File: src/rtl/mrrp_pkg.sv
package mrrp_pkg;

  typedef enum logic [1:0] {
    PH_HUNT,
    PH_HEAD,
    PH_DATA,
    PH_CRC
  } phase_t;

  localparam logic [7:0]  FC_READ_COILS  = 8'd1;
  localparam logic [7:0]  FC_READ_REGS   = 8'd3;
  localparam logic [7:0]  FC_WRITE_COIL  = 8'd5;
  localparam logic [7:0]  FC_WRITE_REG   = 8'd6;
  localparam logic [7:0]  FC_WRITE_MULTI = 8'd16;
  localparam logic [7:0]  FUNC_MASK      = 8'h7F;
  localparam int          EXC_BIT        = 7;

  localparam logic [15:0] CRC_INIT = 16'hFFFF;
  localparam logic [15:0] CRC_POLY = 16'hA001;

  localparam logic [2:0]  ST_OK          = 3'd0;
  localparam logic [2:0]  ST_EXC_OK      = 3'd1;
  localparam logic [2:0]  ST_CRC_BAD     = 3'd2;
  localparam logic [2:0]  ST_EXC_CRC_BAD = 3'd3;
  localparam logic [2:0]  ST_COUNT_BIG   = 3'd4;

  localparam logic        KIND_DATA   = 1'b0;
  localparam logic        KIND_REPORT = 1'b1;

  localparam logic        CFG_DEV_ADDRESS = 1'b0;
  localparam logic        CFG_MAX_FRAME   = 1'b1;

  localparam logic [8:0]  DEV_ADDRESS_RST = 9'd1;
  localparam logic [8:0]  MAX_FRAME_RST   = 9'd256;
  localparam logic [9:0]  FRAME_OVERHEAD  = 10'd5;
  localparam logic [7:0]  HEAD_LEN_SHORT  = 8'd1;
  localparam logic [7:0]  HEAD_LEN_WRITE  = 8'd4;
  localparam logic [7:0]  CRC_LEN         = 8'd2;

  typedef struct packed {
    logic [7:0] rx_byte;
    logic       restart;
  } in_item_t;

  typedef struct packed {
    logic        kind;
    logic [2:0]  status;
    logic [7:0]  func_code;
    logic [15:0] write_addr;
    logic [15:0] reg_value;
    logic [7:0]  byte_count;
    logic [7:0]  exception_code;
    logic [7:0]  data_byte;
    logic [7:0]  data_index;
  } out_item_t;

  function automatic logic [15:0] crc16_update(input logic [15:0] crc, input logic [7:0] b);
    logic [15:0] c;
    c = crc ^ {8'h00, b};
    for (int i = 0; i < 8; i++) begin
      c = c[0] ? ((c >> 1) ^ CRC_POLY) : (c >> 1);
    end
    return c;
  endfunction

  function automatic logic is_known_func(input logic [7:0] code);
    logic [7:0] base;
    base = code & FUNC_MASK;
    return (base == FC_READ_COILS) || (base == FC_READ_REGS) || (base == FC_WRITE_COIL) ||
           (base == FC_WRITE_REG) || (base == FC_WRITE_MULTI);
  endfunction

endpackage

File: src/rtl/modbus_rtu_response_parser.sv
// Requests wait in the input register, results in the result register.
// Throughput: one request per cycle; the input register and the result
// register each hold one item, and a held result stalls the core while the
// input register takes one more request before in_ready drops.
// Reset (rst_n low at a clock edge): hunting with no byte held, no result
// pending, device address 1, max_frame_bytes = 256.
module modbus_rtu_response_parser (
  input  logic        clk,
  input  logic        rst_n,
  input  logic        cfg_wr_en,
  input  logic        cfg_index,
  input  logic [8:0]  cfg_wdata,
  input  logic        in_valid,
  output logic        in_ready,
  input  logic [7:0]  in_rx_byte,
  input  logic        in_restart,
  output logic        out_valid,
  input  logic        out_ready,
  output logic        out_kind,
  output logic [2:0]  out_status,
  output logic [7:0]  out_func_code,
  output logic [15:0] out_write_addr,
  output logic [15:0] out_reg_value,
  output logic [7:0]  out_byte_count,
  output logic [7:0]  out_exception_code,
  output logic [7:0]  out_data_byte,
  output logic [7:0]  out_data_index
);
  import mrrp_pkg::*;

  in_item_t  in_item;
  in_item_t  s_item;
  logic      s_valid;
  logic      take;
  out_item_t out_item;

  assign in_item.rx_byte = in_rx_byte;
  assign in_item.restart = in_restart;

  mrrp_in_stage u_in_stage (
    .clk      (clk),
    .rst_n    (rst_n),
    .in_valid (in_valid),
    .in_ready (in_ready),
    .in_item  (in_item),
    .take     (take),
    .s_valid  (s_valid),
    .s_item   (s_item)
  );

  mrrp_core u_core (
    .clk       (clk),
    .rst_n     (rst_n),
    .cfg_wr_en (cfg_wr_en),
    .cfg_index (cfg_index),
    .cfg_wdata (cfg_wdata),
    .s_valid   (s_valid),
    .s_item    (s_item),
    .take      (take),
    .out_valid (out_valid),
    .out_ready (out_ready),
    .out_item  (out_item)
  );

  assign out_kind           = out_item.kind;
  assign out_status         = out_item.status;
  assign out_func_code      = out_item.func_code;
  assign out_write_addr     = out_item.write_addr;
  assign out_reg_value      = out_item.reg_value;
  assign out_byte_count     = out_item.byte_count;
  assign out_exception_code = out_item.exception_code;
  assign out_data_byte      = out_item.data_byte;
  assign out_data_index     = out_item.data_index;

endmodule

File: src/rtl/mrrp_in_stage.sv
module mrrp_in_stage (
  input  logic              clk,
  input  logic              rst_n,
  input  logic              in_valid,
  output logic              in_ready,
  input  mrrp_pkg::in_item_t in_item,
  input  logic              take,
  output logic              s_valid,
  output mrrp_pkg::in_item_t s_item
);
  import mrrp_pkg::*;

  logic     s_valid_r;
  in_item_t s_item_r;

  assign in_ready = !s_valid_r || take;
  assign s_valid  = s_valid_r;
  assign s_item   = s_item_r;

  always_ff @(posedge clk) begin
    if (!rst_n) begin
      s_valid_r <= 1'b0;
    end else if (in_valid && in_ready) begin
      s_valid_r <= 1'b1;
    end else if (take) begin
      s_valid_r <= 1'b0;
    end
  end

  always_ff @(posedge clk) begin
    if (in_valid && in_ready) begin
      s_item_r <= in_item;
    end
  end

endmodule

File: src/rtl/mrrp_core.sv
module mrrp_core (
  input  logic               clk,
  input  logic               rst_n,
  input  logic               cfg_wr_en,
  input  logic               cfg_index,
  input  logic [8:0]         cfg_wdata,
  input  logic               s_valid,
  input  mrrp_pkg::in_item_t s_item,
  output logic               take,
  output logic               out_valid,
  input  logic               out_ready,
  output mrrp_pkg::out_item_t out_item
);
  import mrrp_pkg::*;

  logic [7:0]  slave_id_r;
  logic [8:0]  max_frame_r;

  phase_t      phase_r, phase_nxt;
  logic [7:0]  prev_byte_r, prev_byte_nxt;
  logic        have_prev_r, have_prev_nxt;
  logic [7:0]  frame_func_r, frame_func_nxt;
  logic [7:0]  bytes_left_r, bytes_left_nxt;
  logic [7:0]  payload_pos_r, payload_pos_nxt;
  logic [15:0] crc_r, crc_nxt;
  logic [15:0] held_addr_r, held_addr_nxt;
  logic [15:0] held_value_r, held_value_nxt;
  logic [7:0]  held_count_r, held_count_nxt;
  logic [7:0]  held_exc_r, held_exc_nxt;

  logic        out_valid_r;
  out_item_t   out_item_r;

  logic        fire;
  logic        emit;
  out_item_t   res;
  logic [7:0]  b;
  logic [15:0] crc_byte;
  logic [7:0]  left_dec;
  logic [9:0]  need_bytes;
  logic        is_exc;

  assign take      = !out_valid_r || out_ready;
  assign fire      = s_valid && take;
  assign out_valid = out_valid_r;
  assign out_item  = out_item_r;

  assign b          = s_item.rx_byte;
  assign crc_byte   = crc16_update(crc_r, b);
  assign left_dec   = bytes_left_r - {7'd0, (bytes_left_r != 8'd0)};
  assign need_bytes = {2'b00, b} + FRAME_OVERHEAD;
  assign is_exc     = frame_func_r[EXC_BIT];

  always_ff @(posedge clk) begin
    if (!rst_n) begin
      slave_id_r  <= DEV_ADDRESS_RST[7:0];
      max_frame_r <= MAX_FRAME_RST;
    end else if (cfg_wr_en) begin
      case (cfg_index)
        CFG_DEV_ADDRESS: slave_id_r  <= cfg_wdata[7:0];
        CFG_MAX_FRAME:   max_frame_r <= cfg_wdata;
        default:         max_frame_r <= max_frame_r;
      endcase
    end
  end

  always_comb begin
    phase_nxt       = phase_r;
    prev_byte_nxt   = prev_byte_r;
    have_prev_nxt   = have_prev_r;
    frame_func_nxt  = frame_func_r;
    bytes_left_nxt  = bytes_left_r;
    payload_pos_nxt = payload_pos_r;
    crc_nxt         = crc_r;
    held_addr_nxt   = held_addr_r;
    held_value_nxt  = held_value_r;
    held_count_nxt  = held_count_r;
    held_exc_nxt    = held_exc_r;
    emit            = 1'b0;
    res             = '0;
    res.kind           = KIND_REPORT;
    res.func_code      = frame_func_r;
    res.write_addr     = held_addr_r;
    res.reg_value      = held_value_r;
    res.byte_count     = held_count_r;
    res.exception_code = held_exc_r;

    if (s_item.restart) begin
      phase_nxt     = PH_HUNT;
      have_prev_nxt = 1'b0;
    end else begin
      case (phase_r)
        PH_HEAD: begin
          crc_nxt = crc_byte;
          if (is_exc) begin
            held_exc_nxt   = b;
            bytes_left_nxt = CRC_LEN;
            phase_nxt      = PH_CRC;
          end else if (frame_func_r == FC_READ_COILS || frame_func_r == FC_READ_REGS) begin
            held_count_nxt = b;
            if (need_bytes > {1'b0, max_frame_r}) begin
              emit           = 1'b1;
              res.status     = ST_COUNT_BIG;
              res.byte_count = b;
              phase_nxt      = PH_HUNT;
              have_prev_nxt  = 1'b0;
            end else begin
              payload_pos_nxt = 8'd0;
              if (b == 8'd0) begin
                bytes_left_nxt = CRC_LEN;
                phase_nxt      = PH_CRC;
              end else begin
                bytes_left_nxt = b;
                phase_nxt      = PH_DATA;
              end
            end
          end else begin
            held_addr_nxt  = {held_addr_r[7:0], held_value_r[15:8]};
            held_value_nxt = {held_value_r[7:0], b};
            if (left_dec == 8'd0) begin
              bytes_left_nxt = CRC_LEN;
              phase_nxt      = PH_CRC;
            end else begin
              bytes_left_nxt = left_dec;
            end
          end
        end
        PH_DATA: begin
          crc_nxt            = crc_byte;
          emit               = 1'b1;
          res                = '0;
          res.kind           = KIND_DATA;
          res.status         = ST_OK;
          res.func_code      = frame_func_r;
          res.byte_count     = held_count_r;
          res.data_byte      = b;
          res.data_index     = payload_pos_r;
          payload_pos_nxt    = payload_pos_r + 8'd1;
          if (left_dec == 8'd0) begin
            bytes_left_nxt = CRC_LEN;
            phase_nxt      = PH_CRC;
          end else begin
            bytes_left_nxt = left_dec;
          end
        end
        PH_CRC: begin
          crc_nxt        = crc_byte;
          bytes_left_nxt = left_dec;
          if (left_dec == 8'd0) begin
            emit          = 1'b1;
            if (crc_byte == 16'd0) begin
              res.status = is_exc ? ST_EXC_OK : ST_OK;
            end else begin
              res.status = is_exc ? ST_EXC_CRC_BAD : ST_CRC_BAD;
            end
            phase_nxt     = PH_HUNT;
            have_prev_nxt = 1'b0;
          end
        end
        default: begin
          phase_nxt = PH_HUNT;
          if (have_prev_r && prev_byte_r == slave_id_r && is_known_func(b)) begin
            frame_func_nxt  = b;
            crc_nxt         = crc_byte;
            held_addr_nxt   = 16'd0;
            held_value_nxt  = 16'd0;
            held_count_nxt  = 8'd0;
            held_exc_nxt    = 8'd0;
            payload_pos_nxt = 8'd0;
            if (b[EXC_BIT] || b == FC_READ_COILS || b == FC_READ_REGS) begin
              bytes_left_nxt = HEAD_LEN_SHORT;
            end else begin
              bytes_left_nxt = HEAD_LEN_WRITE;
            end
            phase_nxt     = PH_HEAD;
            have_prev_nxt = 1'b0;
          end else begin
            prev_byte_nxt = b;
            crc_nxt       = crc16_update(CRC_INIT, b);
            have_prev_nxt = 1'b1;
          end
        end
      endcase
    end
  end

  always_ff @(posedge clk) begin
    if (!rst_n) begin
      phase_r     <= PH_HUNT;
      have_prev_r <= 1'b0;
    end else if (fire) begin
      phase_r     <= phase_nxt;
      have_prev_r <= have_prev_nxt;
    end
  end

  always_ff @(posedge clk) begin
    if (fire) begin
      prev_byte_r   <= prev_byte_nxt;
      frame_func_r  <= frame_func_nxt;
      bytes_left_r  <= bytes_left_nxt;
      payload_pos_r <= payload_pos_nxt;
      crc_r         <= crc_nxt;
      held_addr_r   <= held_addr_nxt;
      held_value_r  <= held_value_nxt;
      held_count_r  <= held_count_nxt;
      held_exc_r    <= held_exc_nxt;
    end
  end

  always_ff @(posedge clk) begin
    if (!rst_n) begin
      out_valid_r <= 1'b0;
    end else if (take) begin
      out_valid_r <= fire && emit;
    end
  end

  always_ff @(posedge clk) begin
    if (take && fire && emit) begin
      out_item_r <= res;
    end
  end

endmodule

File: config.mk
export PLATFORM = sky130hd
export DESIGN_NAME = modbus_rtu_response_parser
export DESIGN_NICKNAME = d
export VERILOG_FILES = /design/src/rtl/mrrp_pkg.sv /design/src/rtl/modbus_rtu_response_parser.sv /design/src/rtl/mrrp_in_stage.sv /design/src/rtl/mrrp_core.sv
export SDC_FILE = /design/constraint.sdc
export NUM_CORES = 1
export LEC_CHECK = 0
export BUFFER_PORTS_ARGS = -buffer_cell sky130_fd_sc_hd__buf_4
export CAP_MARGIN = 20
export CORE_ASPECT_RATIO = 1.4
export CORE_UTILIZATION = 53
export CTS_BUF_LIST = sky130_fd_sc_hd__clkbuf_4 sky130_fd_sc_hd__clkbuf_8 sky130_fd_sc_hd__clkbuf_16
export CTS_CLUSTER_DIAMETER = 100
export CTS_CLUSTER_SIZE = 8
export DETAILED_ROUTE_END_ITERATION = 7
export PLACE_DENSITY = 0.76
export SYNTH_ARGS = -nofsm -noshare
export SYNTH_HDL_FRONTEND = slang
export SYNTH_SLANG_ARGS = --single-unit
File: constraint.sdc
create_clock -name clk -period 5.9 [get_ports clk]
set_input_delay 0 -clock clk [delete_from_list [all_inputs] [get_ports clk]]
set_output_delay 0 -clock clk [all_outputs]
set_load 0.02 [all_outputs]
# After elaboration in Yosys (flattened, before gate mapping)
# Index checks and enable logic that the tools add are counted.
# classes
addsub,3
order_cmp,1
n_eq_ne,24
mux,83
n_bitwise,25
n_reduce_logical,41
# op_table
op,count
two-way mux 16 bit,23
two-way mux 8 bit,17
two-way mux 64 bit,1
case mux 16 bit (2 select lines),2
NOT 2 -> 3 bit,16
case mux 8 bit (3 select lines),2
two-way mux 32 bit,1
case mux 8 bit (2 select lines),2
two-way mux 24 bit,1
two-way mux 1 bit,18
two-way mux 3 bit,6
AND reduction 6 bit,3
"equality test 8 x 1 -> 1 bit, second input constant",2
"equality test 8 x 2 -> 1 bit, second input constant",2
zero test 16 bit,1
zero test 8 bit,2
NOT 8 -> 16 bit,1
XOR 16 x 8 -> 16 bit,1
"equality test 7 x 3 -> 1 bit, second input constant",2
two-way mux 2 bit,6
AND reduction 4 bit,3
> comparator 10 x 9 -> 1 bit,1
"adder 8 x 3 -> 9 bit, second input constant",1
logical OR 1 bit,9
28 further kinds,54
# word_totals
register_bits,203
output_inout_bits,78
elab_cells,203

# Longest topological paths before layout
# Gate-level depths: netlist of the first run.
# depth
ltp_word,21
mapped_depth,13

# Cells and area by module
# A second synthesis of the first run with hierarchy kept.
# unflattened
hier_cells,700
hier_area_um2,8996.1
# by_module_without_submodules
mod,n_inst,cells_each,area_each_um2
mrrp_core,1,686,8668.3
mrrp_in_stage,1,14,327.8

# Worst setup path before layout of the first run
# Ideal clock, no wire load.
# synth_path
path_kind,register to register
from,"register u_in_stage.s_item_r, in the netlist u_in_stage.s_item[1]"
to,"register u_core.out_item_r, in the netlist u_core.out_item[0], enable pin"
arrival_time_ps,5906
required_time_ps,5363
setup_slack_ps,-543
stages_incl_launch_ff,10
n_path_buf,0
cell_sequence,edfxtp_1 ha_1 a21o_1 and3_1 ha_1 nand3_1 nor2_1 a32oi_1 nand4_1 a21oi_1
# synth_via
elab_chain_len,8
# synth_rtl
element,line_no,rtl
start: declaration,mrrp_in_stage.sv:14,in_item_t s_item_r;
start signal: assignment,mrrp_in_stage.sv:32,s_item_r <= in_item;
adder 8 x 3 -> 9 bit,mrrp_core.sv:51,"assign need_bytes = {2'b00, b} + FRAME_OVERHEAD;"
> comparator 10 x 9 -> 1 bit,mrrp_core.sv:101,"if (need_bytes > {1'b0, max_frame_r}) begin"
two-way mux 1 bit,mrrp_core.sv:101,
two-way mux 1 bit,mrrp_core.sv:99,end else if (frame_func_r == FC_READ_COILS || frame_func_r == FC_READ_REGS) begin
two-way mux 1 bit,mrrp_core.sv:95,if (is_exc) begin
case mux 1 bit (3 select lines),mrrp_core.sv:92,case (phase_r)
two-way mux 1 bit,mrrp_core.sv:88,if (s_item.restart) begin
logical AND 1 bit,mrrp_core.sv:220,if (take && fire && emit) begin
end signal: assignment,mrrp_core.sv:221,out_item_r <= res;
end: declaration,mrrp_core.sv:32,out_item_t out_item_r;
# Every way passes these cells.
# A chain may end at the register's enable or synchronous reset.

# Worst setup path after layout of the first run
# layout_path
from,"register u_in_stage.s_item_r, in the netlist u_in_stage.s_item[3]"
to,"register u_core.out_item_r, in the netlist u_core.out_item[69], enable pin"
# Same word-level chain as after synthesis.

==> flow_summary.json, run 1 <==
{
  "worst_pin_slew_ns": 1.02,
  "ant_nets": 0,
  "cts.sinks": 203,
  "ios": 102,
  "syn2layout_area_growth_pct": 24.4,
  "syn_area_um2": 9130,
  "fin_nets": 891,
  "regToRegSetupSlack_ns": 1.83,
  "crit_fanout": 77,
  "syn_avg_cell_area_um2": 13.2,
  "power.leakage_nw": 4.22,
  "grt_pass1_wl_um": 31200,
  "cts_tree": "yes",
  "port_buffers": 101,
  "end_kind": "register",
  "hold_start": "in_restart",
  "clkSlewWorstSetupHoldPaths_ns": 0.05,
  "status": "completed",
  "num_rows": 56,
  "grt-ovfl-total": 0,
  "syn-num-nets": 747,
  "grt_max_degree": 78,
  "place_congestion": 0.888,
  "final-max-slew-violation-count": 0,
  "start_kind": "register",
  "dr.pass1.iters": 4,
  "synth_cell_type_count": 56,
  "synthArstFlopShare": 0,
  "reg2reg_from": "u_in_stage.s_item[3]",
  "finalWirelength_um": 19700,
  "setup_violations": 0,
  "drive_gt1_frac": 0.214,
  "worstSkewPairLatency_ns": 0.54,
  "initial_core_util": 0.543,
  "reg2regPathDepth": 11,
  "skew_ns": 0.0114,
  "yosysWarningCount": 0,
  "fin_tns_setup_ns": 0,
  "finalCritPeriodShare": 0.690,
  "drc": 0,
  "multi_input_area_um2": 3040,
  "dp.final_hpwl_um": 13500,
  "timing.rr.end": "u_core.out_item[69]",
  "power_density_nw_per_um2": 297,
  "synth_edf_count": 181,
  "grt_pass1_vias": 6092,
  "p_seq_frac": 0.472,
  "switching_share": 0.205,
  "syn-instance-count": 689,
  "fin_total_pwr_mw": 3.37,
  "ys_seq_area_frac": 0.644,
  "antenna_found_initial": 0,
  "cts.repair.resized": 0,
  "fin_ws_ns": 1.83,
  "die_w_um": 113,
  "power_frac_clock": 0.473,
  "switchingPower_mw": 0.693,
  "cts.htree.levels": 1,
  "fmax_ghz": 0.246,
  "dp_slack_ns": 1.86,
  "vias_per_cell": 5.50,
  "hold_depth": 2,
  "ys_ff_latch": 203,
  "routed-via-count": 5817,
  "worstPathArrival_ns": 4.22,
  "cts.path.max_buffers": 3,
  "min_to": "u_in_stage.s_item[0]",
  "min_path_type": "in2reg",
  "vdd_drop_max_mv": 0.248,
  "fillCellCount": 1169,
  "p_comb_frac": 0.055,
  "grt_use_total": 0.229,
  "cts_root_buf": "clkbuf_16",
  "timing.final.hold_violations": 0,
  "cts_buffers": 29,
  "worstPathRequired_ns": 6.05,
  "dieArea_um2": 17800,
  "max_slew_margin": 0.319,
  "core-area_um2": 16800,
  "area.sequential_um2": 5880,
  "n_antenna_cell": 0,
  "path_class": "reg2reg",
  "die_h_um": 157,
  "rsz0062_at_grt": "no",
  "synth-main-ff-cell": "edfxtp_1",
  "drt-initial-drc-count": 401,
  "p_int_mw": 2.68,
  "wire_per_inst_um": 18.7,
  "cap_violations": 0,
  "post-route-min-period_ns": 4.07
}
## placed cells by master, fill, tap and decap left out, types with 21 or more instances in the layout
master,netlist,layout
edfxtp_1,181,181
clkbuf_16,0,29
dfxtp_1,22,22
inv_1,27,27
nor2_1,33,33
dlygate4sd3_1,0,36
buf_4,0,104
nand2_1,61,61
xor2_1,21,21
clkbuf_4,0,22
ha_1,34,34
and2_1,95,95
xnor2_1,31,31
## sequential cells by signal, summed over array words and instances (netlist names)
| register | count |
|---|---|
| u_core.frame_func_r | 8 |
| u_core.crc_r | 16 |
| u_core.out_valid | 1 |
| u_core.have_prev_r | 1 |
| u_core.held_addr_r | 16 |
| u_core.payload_pos_r | 8 |
| u_in_stage.s_item | 9 |
| u_core.held_value_r | 16 |
| u_core.held_count_r | 8 |
| u_core.max_frame_r | 9 |
| u_core.prev_byte_r | 8 |
| u_core.slave_id_r | 8 |
| u_in_stage.s_valid | 1 |
| u_core.out_item | 76 |
| u_core.bytes_left_r | 8 |
| u_core.held_exc_r | 8 |
| u_core.phase_r | 2 |
## stage by stage
step / util / cell area [um^2] / instances / hold WS [ns]
finish: 0.675 / 11400 / 1058 / 0.185
global route: 0.675 / 11400 / 1058 / 0.183
CTS: 0.675 / 11400 / 1058 / 0.170
detailed placement: 0.599 / 10100 / 969 / 0.179
global placement: 0.598 / 10100 / 968 / 0.178
floorplan: - / 9130 / 689 / 0.0989
## worst max-delay path by stage
stage	cells after the start	start	slack (ns)	endpoint
final	11	u_in_stage.s_item[3]	1.83	u_core.out_item[69]
after floorplan	9	u_in_stage.s_item[1]	0.95	u_core.out_item[0]
after CTS	11	u_in_stage.s_item[3]	1.82	u_core.out_item[17]
after detailed placement	11	u_in_stage.s_item[3]	1.86	u_core.out_item[14]
after global placement	11	u_in_stage.s_item[3]	1.97	u_core.out_item[49]
after global routing	11	u_in_stage.s_item[3]	1.61	u_core.out_item[72]
## Yosys cell counts, types with 2 or more instances
cell type	number	area [um^2]
a21boi_0	17	128
a21o_1	5	37.5
a21oi_1	15	75.1
a221o_1	2	20.0
a22o_1	2	17.5
a22oi_1	2	15.0
a311oi_1	2	17.5
a31oi_1	3	18.8
and2_1	95	594
and3_1	7	43.8
buf_2	4	20.0
buf_6	2	22.5
clkbuf_1	20	75.1
dfxtp_1	22	440
edfxtp_1	181	5440
ha_1	34	425
inv_1	27	101
mux2_2	11	124
mux2i_1	3	30.0
nand2_1	61	229
nand2b_1	7	43.8
nand3_1	10	50.1
nand3b_1	2	15.0
nand4_1	8	50.1
nor2_1	33	124
nor2b_1	9	56.3
nor3_1	4	20.0
nor3b_1	4	30.0
nor4_1	2	12.5
nor4b_1	3	26.3
o211ai_1	4	30.0
o21a_1	2	15.0
o21ai_0	6	30.0
o31ai_1	3	22.5
o32ai_1	2	17.5
xnor2_1	31	272
xnor2_2	5	81.3
xor2_1	21	184
## logic make-up after synthesis
kind of cell             Yosys count  synth area share
AND/OR/NAND/NOR                  252             0.150
flip-flops                       203             0.644
AO/OA/AOI/OAI                     74            0.0576
XOR/XNOR                          57            0.0588
buffers and inverters             55            0.0261
adder cells (fa/ha/maj)           34            0.0466
multiplexers                      14            0.0169
## what timing repair did
item,4_1_cts,5_1_grt
buffers inserted,0,0
hold endpoints to repair,31,0
hold buffers,36,0
## worst max-delay path, cell delays in order, from the launching register on
cell and delay (ns):
edfxtp_1 0.69, inv_1 0.17, ha_1 0.23, a21o_1 0.21, and3_1 0.19, ha_1 0.31
nand3_1 0.12, nor2_1 0.06, a32oi_1 0.37, nand4_1 0.33, a21oi_4 0.20, buf_4 0.73
## power by group through the flow
stage,Sequential (mW),Clock [mW],Combinational [mW]
after global routing,1.59,1.68,0.203
after floorplan,1.61,0,0.126
final,1.59,1.60,0.185
after global placement,1.62,0,0.160
after CTS,1.59,1.62,0.183
after detailed placement,1.62,0,0.164
## per-layer routing
| layer | track usage | wire (um) |
|---|---|---|
| met5 | 0 | 0 |
| met4 | 0.125 | 986 |
| met3 | 0.0323 | 912 |
| met2 | 0.429 | 10500 |
| met1 | 0.249 | 7380 |
## cell type report
class	count	share of cell area
multi-input combinational	431	0.268
tap	203	0.0224
sequential	203	0.518
timing repair buffer	141	0.102
clock inverter	2	0.00243
inverter	27	0.00893
clock buffer	51	0.0785
Note: power is estimated with default switching activity, not from simulation.
==> run 2: changes to the inputs <==
ABC_AREA = 1   (was default)
CORE_UTILIZATION = 55   (was 53)
PLACE_DENSITY = 0.75   (was 0.76)
clock period = 4 ns   (was 5.9 ns; I/O delays follow)
==> flow_summary.json, run 2 <==
{
  "status": "finished, violations left",
  "violations": "design-rule violations",
  "crit_start": "u_in_stage.s_item[1]",
  "dr.pass1.iters": 7,
  "cpMostUsedCell": "nand2_1",
  "routed-via-count": 6545,
  "die_w_um": 112,
  "layout_common_cells": "181 x edfxtp_1, 174 x nand2_1, 167 x inv_1",
  "skew_ns": 0.0189,
  "cap_violations": 0,
  "wire_per_inst_um": 16.4,
  "syn_area_um2": 9340,
  "syn-instance-count": 902,
  "power_density_nw_per_um2": 440,
  "cts_buffers": 29,
  "grt_pass1_wl_um": 32600,
  "worstSkewPairLatency_ns": 0.54,
  "synth_area_leaders": "edfxtp_1 58%, nand2_1 7.0%, inv_1 6.8%",
  "largest_reg_flops": 76,
  "max_slew_margin": 0.529,
  "clkSlewWorstSetupHoldPaths_ns": 0.06,
  "synth_compound_area_frac": 0.0576,
  "place_congestion": 0.928,
  "path_class": "reg2reg",
  "vdd_drop_max_mv": 0.383,
  "synth.mux.area_fraction": 0,
  "synthArstFlopShare": 0,
  "finalCritPeriodShare": 0.862,
  "fin_nets": 1109,
  "synth_edf_count": 181,
  "cpMaxStageDelayCell": "edfxtp_1",
  "ys_seq_area_frac": 0.629,
  "cts_tree": "yes",
  "cts.path.max_buffers": 3,
  "grt-ovfl-total": 0,
  "die_h_um": 156,
  "yosys.cell_count.top_type": "edfxtp_1",
  "timing.rr.end": "u_core.out_item[37]",
  "cpPeakStageDelay_ns": 0.58,
  "vias_per_cell": 5.13,
  "final_common_cell": "edfxtp_1",
  "worstPathArrival_ns": 3.67,
  "endpoint": "u_core.out_item[37]",
  "reg2reg_from": "u_in_stage.s_item[1]",
  "worstPathRequired_ns": 4.22,
  "num_rows": 56,
  "core-area_um2": 16700,
  "fmax_ghz": 0.290,
  "antenna_found_initial": 0,
  "worst_pin_slew_ns": 0.704,
  "syn-num-nets": 960,
  "ant_nets": 0,
  "synthAdderAreaFrac": 0.0456,
  "ys_ff_latch": 203,
  "cts.sinks": 203,
  "final_core_util": 0.691,
  "ios": 102,
  "fin_total_pwr_mw": 5.07,
  "grt_pass1_vias": 6461,
  "cts_root_buf": "clkbuf_16",
  "drive_gt1_frac": 0.178,
  "crit_fanout": 45,
  "rsz0062_at_grt": "no",
  "syn2layout_area_growth_pct": 23.4,
  "drc": 11,
  "cts_hold_buffers": 28,
  "setup_violations": 0,
  "synthSimpleGateAreaFrac": 0.149,
  "timing.critical_path.cells": "ha_1 > a21o_1 > nand2_1 > xor2_1 > ha_1 > nand2_1 > nor2_1 > nand4_1 > nand3_2 > nand2_1 > o21ai_0 > clkinvlp_4 > buf_4",
  "n_antenna_cell": 0,
  "initial_core_util": 0.560,
  "post-synth-top-area-cell": "edfxtp_1",
  "yosysWarningCount": 0,
  "synth_xor_area_frac": 0.0360,
  "synth_top_family_by_area": "simple AND/OR/NAND/NOR gates",
  "port_buffers": 101,
  "synth-main-ff-cell": "edfxtp_1",
  "syn_avg_cell_area_um2": 10.4,
  "finalWirelength_um": 20900,
  "timing.final.hold_violations": 0,
  "cts.htree.levels": 1,
  "power.leakage_nw": 4.99,
  "reg2regPathDepth": 13,
  "ys_top_cells_by_count": "181 x edfxtp_1, 174 x nand2_1, 168 x inv_1",
  "cts.repair.resized": 0,
  "min_path_type": "in2reg",
  "end_kind": "register",
  "synth_cell_type_count": 41,
  "drt-initial-drc-count": 420,
  "post_cts_buffers": 0,
  "start_kind": "register",
  "hold_start": "cfg_index",
  "final-max-slew-violation-count": 0,
  "post-route-min-period_ns": 3.45,
  "fin_tns_setup_ns": 0,
  "yosys.area.top_type_share": 0.582,
  "grt_max_degree": 46,
  "regToRegSetupSlack_ns": 0.55,
  "dp.final_hpwl_um": 14800,
  "dieArea_um2": 17500,
  "grt_use_total": 0.242
}
[run 2: worst max-delay path: cells and delay by family (launching register included)]
kind | cells | cell delay, ns
AND/OR/NAND/NOR | 6 | 0.72
AO/OA/AOI/OAI | 2 | 0.60
flip-flops | 1 | 0.58
adder cells (fa/ha/maj) | 2 | 0.57
buffers and inverters | 2 | 0.50
XOR/XNOR | 1 | 0.15
[run 2: stage by stage]
step | hold WS, ns | setup slack [ns] | std cells | cell area, um^2
floorplan | 0.0989 | 0.0729 | 902 | 9340
global placement | 0.179 | 0.689 | 1195 | 10300
detailed placement | 0.180 | 0.602 | 1195 | 10300
CTS | 0.0195 | 0.586 | 1277 | 11500
global route | 0.0905 | 0.310 | 1277 | 11500
finish | 0.0436 | 0.553 | 1277 | 11500
[run 2: layout make-up]
type	instances	area (um^2)
Tap cell	203	254
Clock buffer	52	898
Fill cell	1263	5150
Multi-Input combinational cell	505	2700
Clock inverter	2	27.5
Sequential cell	203	5880
Inverter	173	653
Timing Repair Buffer	139	1110
[run 2: kinds of logic after synthesis]
| family | count (synthesis) |
|---|---|
| adder cells (fa/ha/maj) | 34 |
| flip-flops | 203 |
| XOR/XNOR | 35 |
| AO/OA/AOI/OAI | 96 |
| AND/OR/NAND/NOR | 340 |
| buffers and inverters | 194 |
[run 2: worst min path at each step]
stage	end	depth (start not counted)
final	u_core.slave_id_r[3]	4
after CTS	u_core.slave_id_r[3]	4
after global placement	u_in_stage.s_item[0]	1
after floorplan	u_in_stage.s_item[0]	0
after global routing	u_core.slave_id_r[4]	4
after detailed placement	u_in_stage.s_item[4]	1
[run 2: routing by layer]
metal,part of all wire,vias up,global-route usage
li1,-,3211,-
met1,0.39,3041,0.276
met2,0.51,238,0.444
met3,0.052,55,0.0361
met4,0.040,0,0.114
met5,0,-,0
[run 2: power breakdown]
group	leakage (nW)	total (mW)	internal (mW)	switching (mW)
registers	1.82	2.36	2.32	0.0338
logic	2.70	0.333	0.139	0.193
clock network	0.473	2.38	1.51	0.864
==> run 3: changes to the inputs <==
CORE_UTILIZATION = 46   (was 55)
PLACE_DENSITY = 0.65   (was 0.75)
==> flow_summary.json, run 3 (synthesis gave the netlist of run 2 again) <==
{
  "status": "completed",
  "cts.path.max_buffers": 3,
  "hold_slack_ns": 0.0356,
  "die_w_um": 122,
  "grt_max_degree": 77,
  "crit_buf_inv": 2,
  "wire_per_inst_um": 15.6,
  "hold_start": "cfg_index",
  "n_antenna_cell": 0,
  "cpMaxStageDelayCell": "edfxtp_1",
  "crit_start": "u_in_stage.s_item[1]",
  "antenna_found_initial": 0,
  "drc": 0,
  "worst_pin_slew_ns": 0.719,
  "fin_tns_setup_ns": 0,
  "finalWirelength_um": 20800,
  "cts_tree": "yes",
  "place_congestion": 0.887,
  "finalCritPeriodShare": 0.891,
  "end_kind": "register",
  "fmax_ghz": 0.281,
  "syn2layout_area_growth_pct": 24.6,
  "port_buffers": 101,
  "cpMostUsedCell": "nand2_1",
  "worstSkewPairLatency_ns": 0.54,
  "grt_pass1_wl_um": 32500,
  "power.leakage_nw": 5.02,
  "initial_core_util": 0.471,
  "ios": 102,
  "cpPeakStageDelay_ns": 0.61,
  "rsz0062_at_grt": "no",
  "crit_fanout": 76,
  "vdd_drop_max_mv": 0.350,
  "ant_nets": 0,
  "largest_reg_flops": 76,
  "power_density_nw_per_um2": 437,
  "cts.sinks": 203,
  "grt_pass1_vias": 6327,
  "final_common_cell": "edfxtp_1",
  "clkSlewWorstSetupHoldPaths_ns": 0.05,
  "dp.final_hpwl_um": 14900,
  "max_slew_margin": 0.519,
  "post-route-min-period_ns": 3.56,
  "setup_violations": 0,
  "timing.final.hold_violations": 0,
  "min_path_type": "in2reg",
  "reg2reg_from": "u_in_stage.s_item[1]",
  "layout_common_cells": "181 x edfxtp_1, 174 x nand2_1, 167 x inv_1",
  "cpLargestDelayFamily": "simple AND/OR/NAND/NOR gates",
  "core-area_um2": 19800,
  "vias_per_cell": 4.80,
  "drt-initial-drc-count": 336,
  "path_class": "reg2reg",
  "dieArea_um2": 20900,
  "cts_root_buf": "clkbuf_16",
  "routed-via-count": 6394,
  "fin_nets": 1115,
  "fillCellCount": 1708,
  "cts_buffers": 29,
  "cap_violations": 0,
  "worstPathRequired_ns": 4.17,
  "drive_gt1_frac": 0.182,
  "multi_input_area_um2": 2700,
  "dr.pass1.iters": 5,
  "start_kind": "register",
  "die_h_um": 171,
  "worstPathArrival_ns": 3.73,
  "area.sequential_um2": 5880,
  "grt_use_total": 0.206,
  "timing.critical_path.cells": "ha_1 > a21o_1 > nand2_1 > xor2_1 > ha_1 > nand2_1 > nor2_1 > nand3_1 > nand3_1 > nand3_2 > nand2_1 > o21ai_0 > clkinvlp_4 > buf_6",
  "num_rows": 61,
  "skew_ns": 0.0165,
  "grt-ovfl-total": 0,
  "cts.htree.levels": 1,
  "final-max-slew-violation-count": 0
}
[run 3: worst paths after layout]
kind         cells past startpoint  slack (ns)              endpoint
min reg2reg                      0        0.46   u_core.out_item[65]
min                              4        0.04  u_core.slave_id_r[3]
max reg2reg                     14        0.44   u_core.out_item[13]
max                             14        0.44   u_core.out_item[13]
[run 3: final cells by class]
cell class | instances | share of cell area
Inverter | 173 | 0.0561
Tap cell | 252 | 0.0271
Multi-Input combinational cell | 505 | 0.232
Clock buffer | 52 | 0.0772
Sequential cell | 203 | 0.505
Timing Repair Buffer | 145 | 0.0999
Clock inverter | 2 | 0.00237
[run 3: what timing repair did]
| item | CTS | global route |
|---|---|---|
| endpoints found under the setup margin | 0 | 66 |
| endpoints found under the hold margin | 31 | 0 |
| hold buffers | 28 | 0 |
| setup buffers | 0 | 0 |
| resized for setup | 0 | 1 |
[run 3: per-layer routing]
layer / GRT usage / share of wire / wire length (um)
met4: 0.0965 / 0.037 / 772
met3: 0.0287 / 0.042 / 869
met5: 0 / 0 / 0
met2: 0.362 / 0.51 / 10600
met1: 0.246 / 0.41 / 8570
[run 3: per-stage QoR]
step	setup WS, ns	util	std cells	power, mW	area [um^2]
4_1_cts	0.260	0.586	1332	5.13	11600
3_5_place_dp	0.270	0.525	1250	2.71	10400
5_1_grt	0.183	0.586	1332	5.26	11600
3_3_place_gp	0.403	0.525	1250	2.71	10400
2_1_floorplan	0.0729	-	902	2.61	9340
6_report	0.436	0.586	1332	5.08	11600
[run 3: worst min-delay path: stages]
cell and delay [ns]:
buf_4 0.08, nor2_1 0.07, inv_1 0.25, a21oi_1 0.11
[run 3: power breakdown]
part,internal [mW],switching [mW]
Sequential,2.32,0.0259
Clock,1.52,0.870
Combinational,0.146,0.203
Total,3.99,1.10
